--- config.mk ---
export PLATFORM = sky130hd
export DESIGN_NAME = dashed_thick_line_stepper
export DESIGN_NICKNAME = d
export VERILOG_FILES = /design/src/design/dtls_pkg.sv /design/src/design/dashed_thick_line_stepper.sv
export SDC_FILE = /design/constraint.sdc
export NUM_CORES = 1
export LEC_CHECK = 0
export ABC_AREA = 1
export BUFFER_PORTS_ARGS = -buffer_cell sky130_fd_sc_hd__clkbuf_2
export CELL_PAD_IN_SITES_DETAIL_PLACEMENT = 1
export CELL_PAD_IN_SITES_GLOBAL_PLACEMENT = 2
export CORE_MARGIN = 1
export CORE_UTILIZATION = 34
export DETAILED_ROUTE_END_ITERATION = 16
export PLACE_DENSITY = 0.82
export SKIP_LAST_GASP = 1
export SYNTH_ARGS = -nofsm -noshare
export SYNTH_HDL_FRONTEND = slang
export SYNTH_SLANG_ARGS = --single-unit
export TNS_END_PERCENT = 100
--- constraint.sdc ---
create_clock -name clock -period 6.5 [get_ports clock]
set_input_delay 0 -clock clock [delete_from_list [all_inputs] [get_ports clock]]
set_output_delay 0 -clock clock [all_outputs]
set_load 0.01 [all_outputs]
--- src/design/dtls_pkg.sv ---
// ----------------------------------------------------------------------------
// dtls_pkg
// Shared types, constants and the dash pattern table of the dashed thick
// line stepper.
// ----------------------------------------------------------------------------
package dtls_pkg;

   // Screen and coordinate geometry
   localparam int COORD_BITS    = 12;
   localparam int PIXEL_BITS    = COORD_BITS + 1;
   localparam int DECISION_BITS = COORD_BITS + 4;
   localparam int SCREEN_WIDTH  = 320;
   localparam int SCREEN_HEIGHT = 240;

   // Field widths
   localparam int THICK_BITS  = 8;
   localparam int STYLE_BITS  = 2;
   localparam int COLOR_BITS  = 32;
   localparam int OFFSET_BITS = THICK_BITS;
   localparam int DASH_BITS   = 4;
   localparam int CSR_BITS    = THICK_BITS;

   // Stream payload layout, padded to whole bytes
   localparam int REQ_DATA_BITS = ((4 * COORD_BITS + COLOR_BITS + 7) / 8) * 8;
   localparam int RSP_DATA_BITS = ((2 * PIXEL_BITS + COLOR_BITS + 7) / 8) * 8;

   typedef logic signed [COORD_BITS-1:0]    coord_type;
   typedef logic signed [PIXEL_BITS-1:0]    pixel_type;
   typedef logic        [PIXEL_BITS-1:0]    delta_type;
   typedef logic signed [DECISION_BITS-1:0] decision_type;
   typedef logic signed [OFFSET_BITS-1:0]   offset_type;
   typedef logic signed [1:0]               step_type;
   typedef logic        [COLOR_BITS-1:0]    color_type;

   // Item kinds on the request channel
   typedef enum logic {
      FUNC_BEGIN = 1'b0,
      FUNC_STEP  = 1'b1
   } func_type;

   // Configuration register indexes
   typedef enum logic {
      CSR_LINE_THICKNESS = 1'b0,
      CSR_DASH_STYLE     = 1'b1
   } csr_index_type;

   // Dash patterns: solid, dotted, dash-dot, dashed
   function automatic logic [15:0] dash_pattern(input logic [STYLE_BITS-1:0] style);
      logic [15:0] pat;
      case (style)
         2'd0:    pat = 16'hffff;
         2'd1:    pat = 16'h3333;
         2'd2:    pat = 16'h1e3f;
         2'd3:    pat = 16'h1f1f;
         default: pat = 16'hffff;
      endcase
      return pat;
   endfunction

endpackage

--- src/design/dashed_thick_line_stepper.sv ---
// ----------------------------------------------------------------------------
// dashed_thick_line_stepper
// Bresenham line generator with thickness and dash pattern, one candidate
// pixel per step item.
// ----------------------------------------------------------------------------
// Usage:
//   req_* carries items. tuser selects the kind: a begin item loads the
//   endpoints and pen colour from tdata and yields no result; a step item
//   yields exactly one result on rsp_*.
//   rsp_tdata holds the pixel position and colour, rsp_tuser the draw flag
//   (dash bit set and pixel on screen), rsp_tlast marks the final pixel of a
//   line, or a step taken while no line is active.
//   csr_* writes line thickness (index 0) and dash style (index 1); write
//   only while the block is idle.
// Timing and throughput:
//   A step item shows its result from the result register in the cycle
//   after it is accepted. One item is taken every cycle while the receiver
//   does not stall a held result; the Bresenham update (one compare and two
//   adds on the decision term) runs from the state registers back into them.
// Reset and stall:
//   Synchronous reset clears the line state (no line active), sets thickness
//   to 1 and style to solid, and empties the result register. While the
//   receiver stalls a held result, req_tready drops; it stays high when the
//   result register is empty or is being taken in the same cycle.
// ----------------------------------------------------------------------------
module dashed_thick_line_stepper (
   input  logic                                clock,
   input  logic                                reset,
   // Request channel
   input  logic                                req_tvalid,
   output logic                                req_tready,
   // tdata: start_x, start_y, stop_x, stop_y, pen_color
   input  logic [dtls_pkg::REQ_DATA_BITS-1:0] req_tdata,
   // tuser: func
   input  logic                                req_tuser,
   // Configuration port
   input  logic                                csr_we,
   input  logic                                csr_addr,
   input  logic [dtls_pkg::CSR_BITS-1:0]       csr_wdata,
   // Result channel
   output logic                                rsp_tvalid,
   input  logic                                rsp_tready,
   // tdata: pixel_x, pixel_y, pixel_color, zero padding
   output logic [dtls_pkg::RSP_DATA_BITS-1:0] rsp_tdata,
   // tuser: draw
   output logic                                rsp_tuser,
   output logic                                rsp_tlast
);
   import dtls_pkg::*;

   localparam int SX_LO  = 0;
   localparam int SY_LO  = COORD_BITS;
   localparam int EX_LO  = 2 * COORD_BITS;
   localparam int EY_LO  = 3 * COORD_BITS;
   localparam int COL_LO = 4 * COORD_BITS;
   localparam int PAD_BITS = RSP_DATA_BITS - 2 * PIXEL_BITS - COLOR_BITS;
   localparam int DEC_PAD  = DECISION_BITS - PIXEL_BITS - 1;

   // Configuration registers
   logic [THICK_BITS-1:0] thick_ff;
   logic [STYLE_BITS-1:0] style_ff;

   // Line state
   pixel_type             cur_x_ff, cur_x_in;
   pixel_type             cur_y_ff, cur_y_in;
   coord_type             end_x_ff, end_x_in;
   coord_type             end_y_ff, end_y_in;
   step_type              step_x_ff, step_x_in;
   step_type              step_y_ff, step_y_in;
   delta_type             delta_x_ff, delta_x_in;
   delta_type             delta_y_ff, delta_y_in;
   decision_type          decision_ff, decision_in;
   logic                  x_major_ff, x_major_in;
   logic [DASH_BITS-1:0]  dash_index_ff, dash_index_in;
   offset_type            span_offset_ff, span_offset_in;
   logic                  active_ff, active_in;
   color_type             held_color_ff, held_color_in;

   // Result register
   logic                  rsp_valid_ff, rsp_valid_in;
   pixel_type             rsp_x_ff, rsp_x_in;
   pixel_type             rsp_y_ff, rsp_y_in;
   color_type             rsp_color_ff, rsp_color_in;
   logic                  rsp_draw_ff, rsp_draw_in;
   logic                  rsp_last_ff, rsp_last_in;

   // Request fields
   coord_type             start_x, start_y, stop_x, stop_y;
   color_type             pen_color;
   logic                  accept;

   // Begin set-up terms
   pixel_type             x0, y0, x1, y1, dx, dy;
   delta_type             adx, ady, dmin, dmax;
   logic                  begin_x_major;

   // Step terms
   offset_type            range, neg_range, off;
   pixel_type             off_ext, px, py;
   logic [15:0]           dash_pat;
   logic                  dash_bit, onscreen, span_end, at_end;
   delta_type             d_major, d_minor;
   decision_type          two_major, two_minor, dec_adj;
   logic                  dec_pos;
   pixel_type             sx_ext, sy_ext;

   assign accept     = req_tvalid && req_tready;
   assign req_tready = !rsp_valid_ff || rsp_tready;

   // Unpack the request payload
   assign start_x   = coord_type'(req_tdata[SX_LO +: COORD_BITS]);
   assign start_y   = coord_type'(req_tdata[SY_LO +: COORD_BITS]);
   assign stop_x    = coord_type'(req_tdata[EX_LO +: COORD_BITS]);
   assign stop_y    = coord_type'(req_tdata[EY_LO +: COORD_BITS]);
   assign pen_color = req_tdata[COL_LO +: COLOR_BITS];

   // Begin: endpoint differences, magnitudes, major axis and the decision terms
   always_comb begin
      x0 = {start_x[COORD_BITS-1], start_x};
      y0 = {start_y[COORD_BITS-1], start_y};
      x1 = {stop_x[COORD_BITS-1], stop_x};
      y1 = {stop_y[COORD_BITS-1], stop_y};
      dx = x1 - x0;
      dy = y1 - y0;
      adx = dx[PIXEL_BITS-1] ? delta_type'(-dx) : delta_type'(dx);
      ady = dy[PIXEL_BITS-1] ? delta_type'(-dy) : delta_type'(dy);
      begin_x_major = (ady <= adx);
      dmin = begin_x_major ? ady : adx;
      dmax = begin_x_major ? adx : ady;
   end

   // Step: span offset, candidate pixel, dash bit and the Bresenham advance
   always_comb begin
      range     = offset_type'({1'b0, thick_ff[THICK_BITS-1:1]});
      neg_range = -range;
      off       = span_offset_ff;
      if (off < neg_range) begin
         off = neg_range;
      end
      if (off > range) begin
         off = range;
      end
      off_ext = {{(PIXEL_BITS-OFFSET_BITS){off[OFFSET_BITS-1]}}, off};
      px = x_major_ff ? cur_x_ff : cur_x_ff + off_ext;
      py = x_major_ff ? cur_y_ff + off_ext : cur_y_ff;

      dash_pat = dash_pattern(style_ff);
      dash_bit = dash_pat[~dash_index_ff];
      onscreen = (px >= 0) && (px < pixel_type'(SCREEN_WIDTH)) &&
                 (py >= 0) && (py < pixel_type'(SCREEN_HEIGHT));

      span_end = (off >= range);
      at_end   = x_major_ff ? (cur_x_ff == {end_x_ff[COORD_BITS-1], end_x_ff})
                            : (cur_y_ff == {end_y_ff[COORD_BITS-1], end_y_ff});

      d_major   = x_major_ff ? delta_x_ff : delta_y_ff;
      d_minor   = x_major_ff ? delta_y_ff : delta_x_ff;
      two_major = decision_type'({{DEC_PAD{1'b0}}, d_major, 1'b0});
      two_minor = decision_type'({{DEC_PAD{1'b0}}, d_minor, 1'b0});
      dec_pos   = !decision_ff[DECISION_BITS-1];
      dec_adj   = dec_pos ? decision_ff - two_major : decision_ff;

      sx_ext = {{(PIXEL_BITS-2){step_x_ff[1]}}, step_x_ff};
      sy_ext = {{(PIXEL_BITS-2){step_y_ff[1]}}, step_y_ff};
   end

   // Next state of the line and of the result register
   always_comb begin
      cur_x_in       = cur_x_ff;
      cur_y_in       = cur_y_ff;
      end_x_in       = end_x_ff;
      end_y_in       = end_y_ff;
      step_x_in      = step_x_ff;
      step_y_in      = step_y_ff;
      delta_x_in     = delta_x_ff;
      delta_y_in     = delta_y_ff;
      decision_in    = decision_ff;
      x_major_in     = x_major_ff;
      dash_index_in  = dash_index_ff;
      span_offset_in = span_offset_ff;
      active_in      = active_ff;
      held_color_in  = held_color_ff;

      rsp_valid_in = rsp_tready ? 1'b0 : rsp_valid_ff;
      rsp_x_in     = rsp_x_ff;
      rsp_y_in     = rsp_y_ff;
      rsp_color_in = rsp_color_ff;
      rsp_draw_in  = rsp_draw_ff;
      rsp_last_in  = rsp_last_ff;

      if (accept && (func_type'(req_tuser) == FUNC_BEGIN)) begin
         // Load a new line, replacing any in progress
         step_x_in      = (dx == 0) ? 2'sd0 : (dx[PIXEL_BITS-1] ? -2'sd1 : 2'sd1);
         step_y_in      = (dy == 0) ? 2'sd0 : (dy[PIXEL_BITS-1] ? -2'sd1 : 2'sd1);
         delta_x_in     = adx;
         delta_y_in     = ady;
         cur_x_in       = x0;
         cur_y_in       = y0;
         end_x_in       = stop_x;
         end_y_in       = stop_y;
         x_major_in     = begin_x_major;
         decision_in    = decision_type'({{DEC_PAD{1'b0}}, dmin, 1'b0}) -
                          decision_type'({{(DECISION_BITS-PIXEL_BITS){1'b0}}, dmax});
         dash_index_in  = '0;
         span_offset_in = neg_range;
         held_color_in  = pen_color;
         active_in      = 1'b1;
      end else if (accept) begin
         rsp_valid_in = 1'b1;
         if (!active_ff) begin
            // No line: empty pixel marked last
            rsp_x_in     = '0;
            rsp_y_in     = '0;
            rsp_color_in = '0;
            rsp_draw_in  = 1'b0;
            rsp_last_in  = 1'b1;
         end else begin
            rsp_x_in     = px;
            rsp_y_in     = py;
            rsp_color_in = held_color_ff;
            rsp_draw_in  = dash_bit && onscreen;
            rsp_last_in  = span_end && at_end;
            if (span_end) begin
               span_offset_in = neg_range;
               if (at_end) begin
                  active_in = 1'b0;
               end else begin
                  // Advance the major axis, and the minor one on a non-negative term
                  dash_index_in = dash_index_ff + DASH_BITS'(1);
                  decision_in   = dec_adj + two_minor;
                  if (x_major_ff) begin
                     cur_x_in = cur_x_ff + sx_ext;
                     if (dec_pos) begin
                        cur_y_in = cur_y_ff + sy_ext;
                     end
                  end else begin
                     cur_y_in = cur_y_ff + sy_ext;
                     if (dec_pos) begin
                        cur_x_in = cur_x_ff + sx_ext;
                     end
                  end
               end
            end else begin
               span_offset_in = off + offset_type'(1);
            end
         end
      end
   end

   // Configuration writes
   always_ff @(posedge clock) begin
      if (reset) begin
         thick_ff <= THICK_BITS'(1);
         style_ff <= '0;
      end else if (csr_we) begin
         case (csr_index_type'(csr_addr))
            CSR_LINE_THICKNESS: thick_ff <= csr_wdata;
            CSR_DASH_STYLE:     style_ff <= csr_wdata[STYLE_BITS-1:0];
            default:            thick_ff <= thick_ff;
         endcase
      end
   end

   // Line state registers
   always_ff @(posedge clock) begin
      if (reset) begin
         cur_x_ff       <= '0;
         cur_y_ff       <= '0;
         end_x_ff       <= '0;
         end_y_ff       <= '0;
         step_x_ff      <= '0;
         step_y_ff      <= '0;
         delta_x_ff     <= '0;
         delta_y_ff     <= '0;
         decision_ff    <= '0;
         x_major_ff     <= 1'b0;
         dash_index_ff  <= '0;
         span_offset_ff <= '0;
         active_ff      <= 1'b0;
         held_color_ff  <= '0;
      end else begin
         cur_x_ff       <= cur_x_in;
         cur_y_ff       <= cur_y_in;
         end_x_ff       <= end_x_in;
         end_y_ff       <= end_y_in;
         step_x_ff      <= step_x_in;
         step_y_ff      <= step_y_in;
         delta_x_ff     <= delta_x_in;
         delta_y_ff     <= delta_y_in;
         decision_ff    <= decision_in;
         x_major_ff     <= x_major_in;
         dash_index_ff  <= dash_index_in;
         span_offset_ff <= span_offset_in;
         active_ff      <= active_in;
         held_color_ff  <= held_color_in;
      end
   end

   // Result register: valid is cleared by reset, payload just follows
   always_ff @(posedge clock) begin
      if (reset) begin
         rsp_valid_ff <= 1'b0;
      end else begin
         rsp_valid_ff <= rsp_valid_in;
      end
      rsp_x_ff     <= rsp_x_in;
      rsp_y_ff     <= rsp_y_in;
      rsp_color_ff <= rsp_color_in;
      rsp_draw_ff  <= rsp_draw_in;
      rsp_last_ff  <= rsp_last_in;
   end

   assign rsp_tvalid = rsp_valid_ff;
   assign rsp_tdata  = {{PAD_BITS{1'b0}}, rsp_color_ff, rsp_y_ff, rsp_x_ff};
   assign rsp_tuser  = rsp_draw_ff;
   assign rsp_tlast  = rsp_last_ff;

endmodule

### Yosys cells after proc, flatten, opt, wreduce, memory -nomap -nowiden

Index checks and enable logic that the tools add are counted.
Widths: inputs -> output; s select.

| operators by class | value |
|---|---|
| $add $sub $neg | 14 |
| order comparisons | 9 |
| equality and inequality tests | 8 |
| muxes and demuxes | 50 |
| bitwise operators | 5 |
| reductions and logical operators | 24 |

Operator list:

| operator | count |
|---|---|
| $mux 13 | 22 |
| $mux 16 | 6 |
| $logic_not 32->1 | 2 |
| $pmux 16 s4 | 1 |
| $mux 8 | 6 |
| $add 13x2->13 | 2 |
| $add 13x8->13 | 2 |
| $eq 13x13->1 | 2 |
| $ge 13x1->1 const B | 2 |
| $neg 13->13 | 2 |
| $sub 12x12->13 | 2 |
| $add 16x15->16 | 1 |
| $sub 16x15->16 | 1 |
| $sub 14x13->15 | 1 |
| $le 13x13->1 | 1 |
| $lt 13x10->1 const B | 1 |
| $lt 13x9->1 const B | 1 |
| $mux 1 | 10 |
| $reduce_and 5->1 | 2 |
| $add 8x2->8 const B | 1 |
| $ge 8x8->1 | 1 |
| $gt 8x8->1 | 1 |
| $lt 8x8->1 | 1 |
| $mux 2 | 4 |
| 19 further kinds | 35 |

| word-level totals | value |
|---|---|
| register bits after elaboration | 213 |
| output and inout port bits | 68 |

### Longest topological paths before layout

Gate-level depths: netlist of the first run.

| logic depth | value |
|---|---|
| depth in word-level cells | 12 |
| mapped depth | 50 |
| mapped depth without buffers | 48 |

### Worst setup path after synthesis of the first run

No wires, ideal clock.

| timing | value |
|---|---|
| path kind | register -> register |
| start | register thick_ff[2] |
| end | register rsp_draw_ff, in the netlist rsp_tuser, data pin |
| setup time | 0.139 ns |
| data arrival time | 5.701 ns |
| required time | 6.361 ns |
| slack | 0.660 ns |
| stages on the path, launching flop included | 47 |
| path buffers | 2 |
| period minus slack after synthesis | 5.840 ns |
| path through | dfxtp_1 > inv_1 > ha_1 > xnor2_1 > inv_1 > ha_1 > nand2_1 > inv_1 > nand2_1 > nand2_1 > nand2_1 > nand2_1 > nand2_1 > nand2_4 > nand2_4 > buf_6 > o21ai_1 > inv_1 > (+11 left out) > nand3_1 > nand2_1 > a21oi_1 > nor2_1 > nor2_1 > o21bai_1 > nand2_1 > nand2_1 > a21oi_1 > xor2_1 > mux2i_1 > nand4_1 > nor2_1 > ha_1 > o2111ai_1 > nor2_1 > nand4_1 > nor2_1 |

| on the way | value |
|---|---|
| word-level cells in the longest chain between the ends | 12 |

Ends and longest elaborated chain:

| what | line | RTL |
|---|---|---|
| start, declared | dashed_thick_line_stepper.sv:60 | `logic [THICK_BITS-1:0] thick_ff;` |
| start signal, assigned | dashed_thick_line_stepper.sv:257 | `CSR_LINE_THICKNESS: thick_ff <= csr_wdata;` |
| start signal, assigned | dashed_thick_line_stepper.sv:259 | `default: thick_ff <= thick_ff;` |
| $neg 7->8 | dashed_thick_line_stepper.sv:135 | `neg_range = -range;` |
| $lt 8x8->1 | dashed_thick_line_stepper.sv:137 | `if (off < neg_range) begin` |
| $mux 8 | dashed_thick_line_stepper.sv:137 |  |
| $gt 8x8->1 | dashed_thick_line_stepper.sv:140 | `if (off > range) begin` |
| $mux 8 (*) | dashed_thick_line_stepper.sv:140 |  |
| $add 13x8->13 | dashed_thick_line_stepper.sv:144 | `px = x_major_ff ? cur_x_ff : cur_x_ff + off_ext;` |
| $mux 13 | dashed_thick_line_stepper.sv:144 |  |
| $ge 13x1->1 / $lt 13x10->1 (equally long branches) | dashed_thick_line_stepper.sv:149 | `onscreen = (px >= 0) && (px < pixel_type'(SCREEN_WIDTH)) &&` |
| $logic_and 1x1->1 (2 in series) | dashed_thick_line_stepper.sv:149 |  |
| $logic_and 1x1->1 (*) | dashed_thick_line_stepper.sv:150 | `(py >= 0) && (py < pixel_type'(SCREEN_HEIGHT));` |
| $logic_and 1x1->1 (*) | dashed_thick_line_stepper.sv:221 | `rsp_draw_in = dash_bit && onscreen;` |
| end signal, assigned | dashed_thick_line_stepper.sv:309 | `rsp_draw_ff <= rsp_draw_in;` |
| end, declared | dashed_thick_line_stepper.sv:84 | `logic rsp_draw_ff, rsp_draw_in;` |

Mark *: on every way between the ends. The rest lies on a longest branch, timed or not.
A chain may end at the register's enable or synchronous reset.

### Final worst setup path of the first run

Same ends and word-level chain as after synthesis.

==> impl_metrics.csv, run 1 <==
group,metric,value,unit
run_status,status,"completed",
detailed_routing,wl_per_cell,18.5,um
global_route,grt_max_degree,96,
timing,fin_ws,0.393,ns
timing,tightest_slew,1.09,ns
worst_setup_path,rr_worst_depth,44,
yosys,syn_area_per_cell,7.07,um^2
detailed_routing,num_vias,16100,
timing,fin_crit,6.11,ns
worst_setup_path,reg2reg_slack,0.39,ns
worst_setup_path,worstSetupStartpoint,"thick_ff[2]",
run,cap_violations,0,
finish,area_growth,24.3,%
die,rows,78,
worst_setup_path,cp.required,6.92,ns
global_route,grtUsageMet1,32.2,%
power,switching_share,48.1,%
global_route,grt-busiest-layer,"met2",
global_route,grt_util_all_layers,24.1,%
timing,drv_slew,0,
worst_setup_path,worstSetupPathType,"reg2reg",
yosys,synth_cell_types,57,
detailed_routing,vias_per_cell,5.13,
global_route,overflow,0,
clock_network,cts.clk_slew.worst_paths,0.06,ns
min_path,hold_path.class,"in2reg",
power,vdd_drop_max,0.294,mV
finish,final_cells,3132,
clock_network,cts.sinks,211,
global_route,grt_pass1_wl,90.5,mm
yosys,synth_edf_count,60,
yosys,netlist_top_cells_area,"dfxtp_1 (19%), ha_1 (12%), edfxtp_1 (11%)",
finish,fin_nets,2764,
timing,fin_crit_sh,94.0,%
place,gp_congestion,0.883,
die,dieArea,47500,um^2
clock_network,clock_latency,0.56,ns
worst_setup_path,critPathSlowestCell,"ha_2",
power,power_frac_seq,19.8,%
timing,max_slew_margin,27.3,%
worst_setup_path,reg2reg_from,"thick_ff[2]",
detailed_routing,drtIter0Drc,744,
detailed_routing,wirelength,58.1,mm
die,die_w,218,um
clock_network,cts_max_path_buffers,3,
clock_network,cts_buffers,27,
clock_network,cts-htree-levels,1,
die,pin_count,163,
place,port_buffers,156,
place,dp_cells,2949,
clock_network,clock-root-buffer,"clkbuf_16",
yosys,syn_inst,2241,
place,dp_hpwl,43.2,mm
worst_setup_path,endpoint,"rsp_tuser",
place,dp_slack,0.0683,ns
finish,layout-drive-gt1-share,13.2,%
yosys,synth_seq_cells,211,
timing,grt_setup_unrepaired,"true",
yosys,yosysWarnings,0,
worst_setup_path,crit_path_max_incr_delay,0.39,ns
worst_setup_path,end_kind,"register",
global_route,use_met2,41.9,%
worst_setup_path,cp_max_fo,6,
timing,report.final.hold_viol_count,0,
worst_setup_path,crit_top_cell,"nand2_1",
worst_setup_path,r2r-end,"rsp_tuser",
yosys,synth.top_cell.area_share,19.1,%
power,p_comb_share,60.3,%
global_route,grt_pass1_vias,16500,
detailed_routing,firstDrtPassIters,5,
power,clkPwrFrac,19.9,%
yosys,syn_area,15800,um^2
die,die_h,218,um
timing,hold_slack,0.0508,ns
timing,setup_viol,0,
worst_setup_path,start_kind,"register",
detailed_routing,drt.antenna.violating_nets,0,
power,p_sw,3.94,mW
clock_network,cts_tree,"yes",
yosys,synth_ff_type,"dfxtp_1",
yosys,ys_seq_area_share,30.4,%
detailed_routing,remaining_drc_errors,0,
power,p_per_area,416,nW/um^2
yosys,async_flop_share,0,%
finish,fillers,5703,
power,p_leak,9.32,nW
global_route,antenna_found_initial,1,
die,core-area,45700,um^2
timing,fmax,0.164,GHz
timing,fin_worst_skew,0.0160,ns
power,p_int,4.25,mW
global_route,grtUsageMet3,2.04,%
die,start_util,34.7,%
yosys,synth_area_leader_cell,"dfxtp_1",
worst_setup_path,critPathArrivalTime,6.53,ns
[per-stage QoR]
| step | utilization, % | power (mW) | setup TNS [ns] | cell area [um^2] |
|---|---|---|---|---|
| after global placement | 37.8 | 6.16 | 0 | 17300 |
| after global routing | 43.1 | 8.90 | -0.101 | 19700 |
| after floorplan | - | 4.94 | 0 | 15900 |
| after detailed placement | 37.8 | 6.26 | 0 | 17300 |
| after CTS | 42.4 | 7.99 | 0 | 19400 |
| final | 43.1 | 8.19 | 0 | 19700 |
[final cells by class]
type	count	area [um^2]	area share, %
diodes	1	2.50	0.0127
multi-input cells	1649	9720	49.3
well taps	600	751	3.81
clock buffers	27	676	3.43
flip-flops and latches	211	4830	24.5
repair buffers	313	2280	11.6
clock inverters	22	269	1.37
inverters	309	1170	5.95
[power groups by stage]
stage | Sequential, mW | Clock (mW) | Combinational [mW]
6_report | 1.62 | 1.63 | 4.94
5_1_grt | 1.64 | 1.71 | 5.55
4_1_cts | 1.62 | 1.67 | 4.71
3_5_place_dp | 1.64 | 0 | 4.61
3_3_place_gp | 1.64 | 0 | 4.52
2_1_floorplan | 1.59 | 0 | 3.35
[registers in the layout, indices dropped and copies added, names as in the netlist, 2 cells and up]
name,cells
held_color_ff,32
rsp_color_ff,32
decision_ff,15
cur_x_ff,13
cur_y_ff,13
delta_x_ff,13
delta_y_ff,13
rsp_x_ff,13
rsp_y_ff,13
end_x_ff,12
end_y_ff,12
span_offset_ff,8
thick_ff,7
dash_index_ff,4
step_x_ff,2
step_y_ff,2
style_ff,2
[Yosys cell counts (6+ instances only)]
master / n
xnor2_1: 22
nor3_1: 16
o31ai_1: 7
nand4_1: 26
o21ai_0: 249
clkbuf_1: 62
inv_1: 302
a21oi_1: 233
a211oi_1: 17
nand2_2: 11
nand3_1: 85
nor2_2: 8
or2_2: 9
ha_1: 149
mux2i_1: 6
buf_4: 6
nor2_1: 144
o22ai_1: 21
xor2_1: 71
edfxtp_1: 60
a31oi_1: 16
nand2_1: 475
dfxtp_1: 151
fa_1: 9
nand2_4: 7
o21bai_1: 9
[worst max-delay path: cells and delay by family, from the launching register on]
family	cells	cell delay (ns)
simple gates	21	1.91
mux	1	0.18
xor+xnor	2	0.35
compound gates	9	1.20
fa+ha+maj	5	1.35
flops	1	0.35
buf+inv	6	0.61
[routing by layer]
metal	wire length, um	vias up
li1	-	8014
met1	27300	7752
met2	28100	219
met3	1520	67
met4	1180	0
met5	0	-
[cells in the final DEF, fill, tap and decap left out, drive strengths merged, types with 9 or more instances in the layout]
cell type      n
o21ai        259
a21oi        234
nor2         153
dfxtp        151
clkinv        11
edfxtp        60
ha           149
o21bai         9
nor3          17
o22ai         21
xnor2         22
clkbuf       183
or2           10
inv          310
nand3         89
a31oi         16
a211oi        20
xor2          71
dlygate4sd3  117
nand2        494
buf           40
nand4         27
fa             9
[kinds of logic after synthesis]
| family | Yosys count | synth area share (%) |
|---|---|---|
| AO/OA/AOI/OAI | 585 | 20.0 |
| XOR/XNOR | 93 | 5.14 |
| adder cells (fa/ha/maj) | 158 | 12.9 |
| buffers and inverters | 388 | 9.59 |
| flip-flops | 211 | 30.4 |
| multiplexers | 6 | 0.379 |
| other | 1 | 0.0237 |
| AND/OR/NAND/NOR | 799 | 21.5 |
[repair_timing]
item / in CTS / in global routing
setup endpoints to repair: 0 / 33
gates resized for setup: 0 / 38
setup buffers: 0 / 14
hold buffers: 117 / 0
endpoints found under the hold margin: 96 / 0
[how the worst min path moves through the flow]
| stage | from | to | slack (ns) | cells past startpoint |
|---|---|---|---|---|
| finish | csr_addr | thick_ff[1] | 0.05 | 4 |
| global route | csr_addr | thick_ff[1] | 0.11 | 4 |
| CTS | csr_addr | thick_ff[1] | 0.03 | 4 |
| detailed placement | req_tdata[66] | held_color_ff[18] | 0.25 | 3 |
| global placement | req_tdata[65] | held_color_ff[17] | 0.24 | 3 |
| floorplan | rsp_tready | req_tready | 0.13 | 2 |
Power figures use the tool's default switching activity.
==> run 2, diff against run 1 <==
Settings changed: CELL_PAD_IN_SITES_DETAIL_PLACEMENT 1 to unset, CELL_PAD_IN_SITES_GLOBAL_PLACEMENT 2 to unset, CORE_UTILIZATION 34 to 55, PLACE_DENSITY 0.82 to 0.83.
Clock period 6.5 ns to 7.8 ns, I/O delays scaled along.
==> run 2 against run 1 <==
Against the previous run:
- first-iteration DRC count up 100%
- total power decreased by 23%
- maximum frequency is 11% lower
- die area fell by 38%
- final cell count shrank 8.0%
- clock skew is 0.0030 ns higher
==> impl_metrics.csv, run 2 (synthesis results as in run 1) <==
group,metric,value,unit
timing,tightest_slew,1.22,ns
detailed_routing,firstDrtPassIters,5,
worst_setup_path,crit_path_max_incr_delay,0.44,ns
worst_setup_path,critPathSlowestCell,"a21oi_1",
timing,fmax,0.146,GHz
clock_network,cts.sinks,211,
detailed_routing,remaining_drc_errors,0,
global_route,antenna_found_initial,1,
place,gp_congestion,0.936,
finish,most-common-layout-cells,"nand2_1 (475), inv_1 (301), o21ai_0 (249), a21oi_1 (233), clkbuf_2 (156)",
worst_setup_path,end_kind,"register",
finish,final_common_cell,"nand2_1",
timing,hold_slack,0.108,ns
finish,utilization,67.5,%
die,core-area,28100,um^2
place,place_area,16800,um^2
die,die_w,172,um
timing,fin_ws,0.931,ns
timing,grt_setup_unrepaired,"false",
detailed_routing,wl_per_cell,16.9,um
power,p_per_area,332,nW/um^2
worst_setup_path,worstSetupPathType,"reg2reg",
detailed_routing,wirelength,48.6,mm
global_route,grt_util_all_layers,32.8,%
detailed_routing,drtIter0Drc,1485,
clock_network,cts_tree,"yes",
run,cap_violations,0,
timing,report.final.hold_viol_count,0,
die,die_h,172,um
global_route,grt_pass1_wl,77.2,mm
clock_network,clock_latency,0.54,ns
worst_setup_path,worstSetupStartpoint,"thick_ff[1]",
worst_setup_path,start_kind,"register",
timing,tns,0,ns
finish,final_cells,2883,
detailed_routing,drt.antenna.violating_nets,0,
global_route,overflow,0,
clock_network,cts_max_path_buffers,3,
finish,layout-drive-gt1-share,10.6,%
min_path,hold_path.class,"in2reg",
clock_network,cts_buffers,25,
place,port_buffers,156,
run_status,status,"completed",
power,p_total,6.29,mW
global_route,grt_max_degree,88,
min_path,hold_start,"csr_addr",
finish,area_growth,19.7,%
clock_network,cts.clk_slew.worst_paths,0.06,ns
die,pin_count,163,
worst_setup_path,critPathArrivalTime,7.26,ns
place,dp_cells,2709,
worst_setup_path,cp.required,8.19,ns
worst_setup_path,crit_top_cell,"nand2_1",
die,start_util,56.4,%
finish,design_area,19000,um^2
global_route,grt_pass1_vias,15800,
clock_network,cts.repair.resized,0,
clock_network,clock-root-buffer,"clkbuf_16",
detailed_routing,num_vias,16400,
clock_network,cts_hold_buf,127,
worst_setup_path,reg2reg_from,"thick_ff[1]",
timing,fin_worst_skew,0.0190,ns
timing,max_slew_margin,18.4,%
finish,fin_nets,2738,
worst_setup_path,cp_max_fo,13,
clock_network,cts-htree-levels,1,
place,dp_slack,1.07,ns
die,rows,61,
power,vdd_drop_max,0.331,mV
clock_network,postCtsSetupBuffers,0,
timing,fin_crit,6.87,ns
finish,largestRegisters,"held_color_ff (32), rsp_color_ff (32), decision_ff (15)",
die,dieArea,29500,um^2
timing,drv_slew,0,
timing,setup_viol,0,
timing,fin_crit_sh,88.1,%
detailed_routing,vias_per_cell,5.70,
place,dp_hpwl,33.6,mm
power,p_leak,9.02,nW
## run 2: cell types whose count changed in the layout (fill, tap and decap cells not counted), moves of 3 or more
cell,before,now
o21ai_1,8,5
ha_2,3,0
a21oi_2,6,1
ha_1,143,149
o21ai_0,245,249
ha_4,3,0
clkbuf_1,0,4
a21oi_1,227,233
dlygate4sd3_1,117,127
inv_1,298,301
nand2_1,472,475
clkinvlp_4,5,1
buf_4,37,8
## run 2: metal layers
layer,global-route usage (%),share of wire (%),vias up
li1,-,-,7961
met1,39.1,40,7479
met2,57.2,48,776
met3,4.07,7.1,207
met4,18.1,5.6,0
met5,0,0,-
## run 2: final cells by class
class                      count  area [um^2]
timing repair buffer         291         2110
multi-input combinational   1647         9540
fill                        2300         9110
clock inverter                15          194
tap                          378          473
clock buffer                  31          662
antenna                        1         2.50
inverter                     309         1170
sequential                   211         4830
## run 2: critical path, delay by kind of cell, from the launching register on
family / cells / cell delay, ns
adder cells (fa/ha/maj): 6 / 1.72
buffers and inverters: 4 / 0.38
flip-flops: 1 / 0.43
AND/OR/NAND/NOR: 23 / 2.16
XOR/XNOR: 2 / 0.37
AO/OA/AOI/OAI: 8 / 1.66
## run 2: final timing paths
path	end	slack, ns	cells after the start
worst max-delay path	rsp_tuser	0.93	43
worst min-delay path	thick_ff[1]	0.11	4
worst max register to register	rsp_tuser	0.93	43
worst min register to register	held_color_ff[15]	0.46	2
## run 2: power breakdown
part           internal, mW  switching, mW
combinational          1.31           2.39
sequential             1.23          0.119
clock                 0.740          0.499
total                  3.29           3.01
